--- src/design/apf_pkg.sv ---
// Package: types and constants of the articulation point finder.
`default_nettype none
package apf_pkg;
  localparam int unsigned NumVertices = 64;
  localparam int unsigned NumEdges    = 256;
  localparam int unsigned VertW       = 6;
  localparam int unsigned EdgeIdxW    = 8;
  localparam int unsigned EdgeCntW    = 9;
  localparam int unsigned TimeW       = 7;
  localparam int unsigned SpW         = 7;
  localparam int unsigned StkW        = VertW + EdgeCntW;

  typedef enum logic [1:0] {
    KIND_ADD     = 2'd0,
    KIND_COMPUTE = 2'd1,
    KIND_CLEAR   = 2'd2,
    KIND_UNUSED  = 2'd3
  } kind_e;

  typedef struct packed {
    logic [1:0]       kind;
    logic [VertW-1:0] vertex_a;
    logic [VertW-1:0] vertex_b;
  } in_item_t;

  typedef struct packed {
    logic [VertW-1:0] point_vertex;
    logic             none_found;
    logic             edge_overflow;
    logic             last;
  } out_item_t;

  typedef enum logic [3:0] {
    ST_IDLE,
    ST_INIT,
    ST_OUTER,
    ST_WAIT,
    ST_SCAN,
    ST_BACK,
    ST_POP,
    ST_FETCH,
    ST_JOIN,
    ST_EMIT,
    ST_HOLD
  } state_e;

  // Commands from the controller to the datapath.
  typedef struct packed {
    logic add_edge;
    logic clear_graph;
    logic init_run;
    logic outer_next;
    logic start_root;
    logic scan_step;
    logic edge_step;
    logic back_step;
    logic root_done;
    logic pop_fetch;
    logic pop_join;
    logic emit_scan;
    logic emit_take;
  } cmd_t;

  // Status from the datapath.
  typedef struct packed {
    logic outer_done;
    logic outer_start;
    logic stack_last;
    logic scan_end;
    logic scan_hit;
    logic back_edge;
    logic emit_done;
    logic emit_found;
  } stat_t;
endpackage
`default_nettype wire

--- src/design/apf_ctrl.sv ---
// Controller: sequences edge loading, depth-first search and result output.
`default_nettype none
module apf_ctrl (
  input  wire logic              clk_i,
  input  wire logic              rst_ni,
  input  wire logic              in_valid_i,
  input  wire apf_pkg::in_item_t in_i,
  output logic                   in_stall_o,
  output logic                   out_valid_o,
  input  wire logic              out_stall_i,
  input  wire logic              res_last_i,
  input  wire apf_pkg::stat_t    stat_i,
  output apf_pkg::cmd_t          cmd_o
);
  import apf_pkg::*;

  state_e state_q, state_d;

  always_ff @(posedge clk_i or negedge rst_ni) begin
    if (!rst_ni) begin
      state_q <= ST_IDLE;
    end else begin
      state_q <= state_d;
    end
  end

  always_comb begin
    state_d     = state_q;
    cmd_o       = '0;
    in_stall_o  = 1'b1;
    out_valid_o = 1'b0;
    case (state_q)
      ST_IDLE: begin
        in_stall_o = 1'b0;
        if (in_valid_i) begin
          case (kind_e'(in_i.kind))
            KIND_ADD:     cmd_o.add_edge = 1'b1;
            KIND_CLEAR:   cmd_o.clear_graph = 1'b1;
            KIND_COMPUTE: state_d = ST_INIT;
            default:      ;
          endcase
        end
      end
      ST_INIT: begin
        cmd_o.init_run = 1'b1;
        state_d = ST_OUTER;
      end
      ST_OUTER: begin
        if (stat_i.outer_done) begin
          state_d = ST_EMIT;
        end else if (stat_i.outer_start) begin
          cmd_o.start_root = 1'b1;
          state_d = ST_WAIT;
        end else begin
          cmd_o.outer_next = 1'b1;
        end
      end
      ST_WAIT: begin
        // Wait after a scan position change for the registered store read.
        state_d = ST_SCAN;
      end
      ST_SCAN: begin
        if (stat_i.scan_end) begin
          state_d = ST_POP;
        end else if (stat_i.scan_hit) begin
          cmd_o.edge_step = 1'b1;
          state_d = stat_i.back_edge ? ST_BACK : ST_WAIT;
        end else begin
          cmd_o.scan_step = 1'b1;
          state_d = ST_WAIT;
        end
      end
      ST_BACK: begin
        cmd_o.back_step = 1'b1;
        state_d = ST_SCAN;
      end
      ST_POP: begin
        if (stat_i.stack_last) begin
          cmd_o.root_done  = 1'b1;
          cmd_o.outer_next = 1'b1;
          state_d = ST_OUTER;
        end else begin
          state_d = ST_FETCH;
        end
      end
      ST_FETCH: begin
        cmd_o.pop_fetch = 1'b1;
        state_d = ST_JOIN;
      end
      ST_JOIN: begin
        cmd_o.pop_join = 1'b1;
        state_d = ST_WAIT;
      end
      ST_EMIT: begin
        if (stat_i.emit_done) begin
          state_d = ST_HOLD;
        end else if (stat_i.emit_found) begin
          cmd_o.emit_take = 1'b1;
          state_d = ST_HOLD;
        end else begin
          cmd_o.emit_scan = 1'b1;
        end
      end
      ST_HOLD: begin
        out_valid_o = 1'b1;
        if (!out_stall_i) begin
          if (res_last_i) begin
            state_d = ST_IDLE;
          end else begin
            cmd_o.emit_scan = 1'b1;
            state_d = ST_EMIT;
          end
        end
      end
      default: state_d = ST_IDLE;
    endcase
  end
endmodule
`default_nettype wire

--- config.mk ---
export PLATFORM = sky130hd
export DESIGN_NAME = apf_ctrl
export DESIGN_NICKNAME = d
export VERILOG_FILES = /design/src/design/apf_pkg.sv /design/src/design/apf_ctrl.sv
export SDC_FILE = /design/constraint.sdc
export NUM_CORES = 1
export LEC_CHECK = 0
export CELL_PAD_IN_SITES_DETAIL_PLACEMENT = 1
export CELL_PAD_IN_SITES_GLOBAL_PLACEMENT = 1
export CORE_MARGIN = 4
export CORE_UTILIZATION = 32
export CTS_CLUSTER_SIZE = 16
export DETAILED_ROUTE_END_ITERATION = 10
export DONT_BUFFER_PORTS = 1
export PLACE_DENSITY = 0.73
export SLEW_MARGIN = 20
export SYNTH_ARGS = -nofsm -noshare
export SYNTH_HDL_FRONTEND = slang
export SYNTH_SLANG_ARGS = --single-unit
--- constraint.sdc ---
create_clock -name clk_i -period 1.55 [get_ports clk_i]
set_clock_uncertainty 0.1 [all_clocks]
set_input_delay 0.155 -clock clk_i [delete_from_list [all_inputs] [get_ports clk_i]]
set_output_delay 0.155 -clock clk_i [all_outputs]
set_load 0.005 [all_outputs]
==> metrics.md <==
| Metric | Value |
|---|---|
| Antenna violations before repair | 0 |
| Yosys cell types | 28 |
| Worst Setup EP | cmd_o[1] |
| Seq/Total Area, Yosys | 22.0% |
| Final setup vio count | 9 |
| Tot Pwr | 1.46 mW |
| Status | finished with violations |
| Final WS setup | -0.134 ns |
| Reg-to-Reg Start | state_q[3] |
| Worst reg2reg path endpoint | state_q[0] |
| Ratio of cells with drive above 1 in the final layout | 52.4% |
| Kind of critical path | reg -> out |
| Row count | 13 |
| CP max-delay cell | dfrtp_1 |
| Via density | 6.07 |
| Data required time of the critical path | 1.29 ns |
| Top_reg_cell synth | dfrtp_1 |
| Mapped Nets | 94 |
| Synth Cell Area | 455 um^2 |
| Core ar. | 0.00132 mm^2 |
| Final hold violations | 0 |
| CTS Root Cell | clkbuf_4 |
| Clock share of power | 8.5% |
| Violated checks | setup timing |
| Post-synth EDFFs | 0 |
| IO Port Bufs | 0 |
| Comb power frac | 76.4% |
| RSZ-0062 raised after global routing | true |
| Area grow syn2layout | 78.6% |
| Final net count | 113 |
| Total number of yosys warnings | 0 |
| Sequential Power Share | 15.1% |
| Tightest Pin Transition | 0.315 ns |
| Clk buf depth | 2 |
| Fmax | 594 MHz |
| Number of max-cap violations | 0 |
| Residual DRC | 0 |
| First-pass GRT wire length | 2.84 mm |
| Core Util, Final | 61.7% |
| Slew HR | 78.8% |
| Die width | 45.7 um |
| Worst EP arrival | 1.43 ns |
| Detail Route Antenna Nets | 0 |
| Most flop-heavy register | state_q |
| Synth async-reset ratio | 100% |
| Crit. Startpoint | state_q[2] |
| CP max FO | 3 |
| TritonRoute pass-1 iters | 4 |
| Worst reg2reg path depth | 6 |
| Post-route cell area | 813 um^2 |
| # fillers | 153 |
| Hold slack | 0.0289 ns |
| Routability cong. | 0.769 |
| DRT Wirelength | 1.86 mm |
| Pwr dens | 1800 mW/mm^2 |
| CP cell instances | nand2b_4 > or2_4 > or3_4 > o41ai_2 |
| Gr ovfl total | 0 |
| Wire length per cell | 18.8 um |
| Largest register FFs | 4 |
| Critical Path Max Stage Delay | 0.38 ns |
| Sw Share | 45.9% |
| IO Pins | 42 |
| Reg area | 103 um^2 |
| Largest net degree at the start of global routing | 12 |
| Worst-Skew Late Latency | 0.23 ns |
| Post-DP Area | 542 um^2 |
| Startpoint Class | flop |
| CTS HTree Levels | 1 |
| Syn avg cell area | 6.80 um^2 |
| CTS buffer count | 3 |
| Crit path time final | 1.68 ns |
| DIE AREA | 0.00209 mm^2 |
| GRT Total Usage | 19.2% |
| Die height | 45.7 um |
| Initial drt markers | 6 |
| CP endpoint kind | primary output |
| Clock-pin slew on the worst setup and hold paths | 0.04 ns |
| Commonest non-fill, non-tap cell in the layout | buf_4 |
| Worst vdd ir | 0.964 mV |
| Initial core utilization | 34.6% |
| Reg2reg setup slack | -0.03 ns |
| Post-route clock period utilization | 109% |
| Vias | 601 |
| Net switching power figure | 0.670 mW |
| Vias in the first global route | 636 |
| Int Pwr | 0.790 mW |
| Most frequent cells in the layout | 13 x buf_4, 7 x nand2_1, 6 x nor2_1 |
| CTS tree | done |
| Leak Pwr | 0.338 nW |
| Mapped Cells | 67 |
| Slew Viols, Final | 0 |
| Hold crit path type | in -> reg |
| Antenna cells | 0 |
| Clk sink count | 4 |
| Top Registers | state_q (4) |
| Area of the multi-input gates | 485 um^2 |
| TNS Setup | -0.438 ns |
| Yosys reg bits | 4 |
[synthesized netlist by cell type (2+ instances only)]
master | n | share of area [%]
nand2_1 | 7 | 5.8
nor3_1 | 7 | 7.7
nor2_1 | 6 | 4.9
o21ai_0 | 5 | 5.5
a21oi_1 | 4 | 4.4
dfrtp_1 | 4 | 22
clkbuf_1 | 3 | 2.5
inv_1 | 3 | 2.5
nand2b_1 | 3 | 4.1
nor4_1 | 3 | 4.1
buf_2 | 2 | 2.2
nand3_1 | 2 | 2.2
nor2b_1 | 2 | 2.7
o22ai_1 | 2 | 2.7
[through the flow]
step                instances  setup slack (ns)
finish                     99            -0.134
global route               99            -0.193
CTS                        96            -0.152
detailed placement         88           -0.0267
global placement           88            0.0182
floorplan                  67            0.0195
[worst max-delay path: cells and delay by family, from the launching register on]
family          cells  cell delay (ns)
compound gates      1             0.07
flops               1             0.38
simple gates        3             0.75
[kinds of logic after synthesis]
logic type	Yosys count	share of synthesized area [%]
XOR/XNOR	1	1.92
flip-flops	4	22.0
AO/OA/AOI/OAI	16	22.3
multiplexers	1	2.20
AND/OR/NAND/NOR	37	44.5
buffers and inverters	8	7.14
[metal layers]
metal	vias up	global-route usage, %	routed length (um)
met4	0	11.4	25
met3	4	4.74	128
met2	23	31.8	997
li1	283	-	-
met5	-	0	0
met1	291	22.1	707
[area by class of cell]
| type | instances | area share [%] |
|---|---|---|
| multi-input combinational | 55 | 59.7 |
| tap | 15 | 2.31 |
| sequential | 4 | 12.6 |
| inverter | 3 | 1.38 |
| timing repair buffer | 19 | 21.2 |
| clock buffer | 3 | 2.77 |
[what timing repair did]
| item | 4_1_cts | 5_1_grt |
|---|---|---|
| setup endpoints to repair | 12 | 16 |
| setup buffers | 4 | 5 |
| cloned | 0 | 0 |
| endpoints found under the hold margin | 4 | 0 |
| pin swaps | 3 | 6 |
| hold buffers | 1 | 0 |
| gates resized for setup | 24 | 18 |
[worst min path at each step]
stage               from         end  depth (start not counted)
2_1_floorplan     rst_ni  state_q[0]                          0
3_3_place_gp      rst_ni  state_q[2]                          0
6_report       stat_i[7]  state_q[3]                          2
4_1_cts        stat_i[7]  state_q[3]                          2
3_5_place_dp      rst_ni  state_q[2]                          0
5_1_grt        stat_i[7]  state_q[3]                          2
[power groups by stage]
stage	logic, mW	clock network [mW]	registers [mW]
final	1.12	0.124	0.221
after floorplan	0.451	0	0.192
after detailed placement	0.721	0	0.199
after global routing	1.21	0.131	0.231
after CTS	0.966	0.129	0.219
after global placement	0.686	0	0.192
Note: power is estimated with default switching activity, not from simulation.
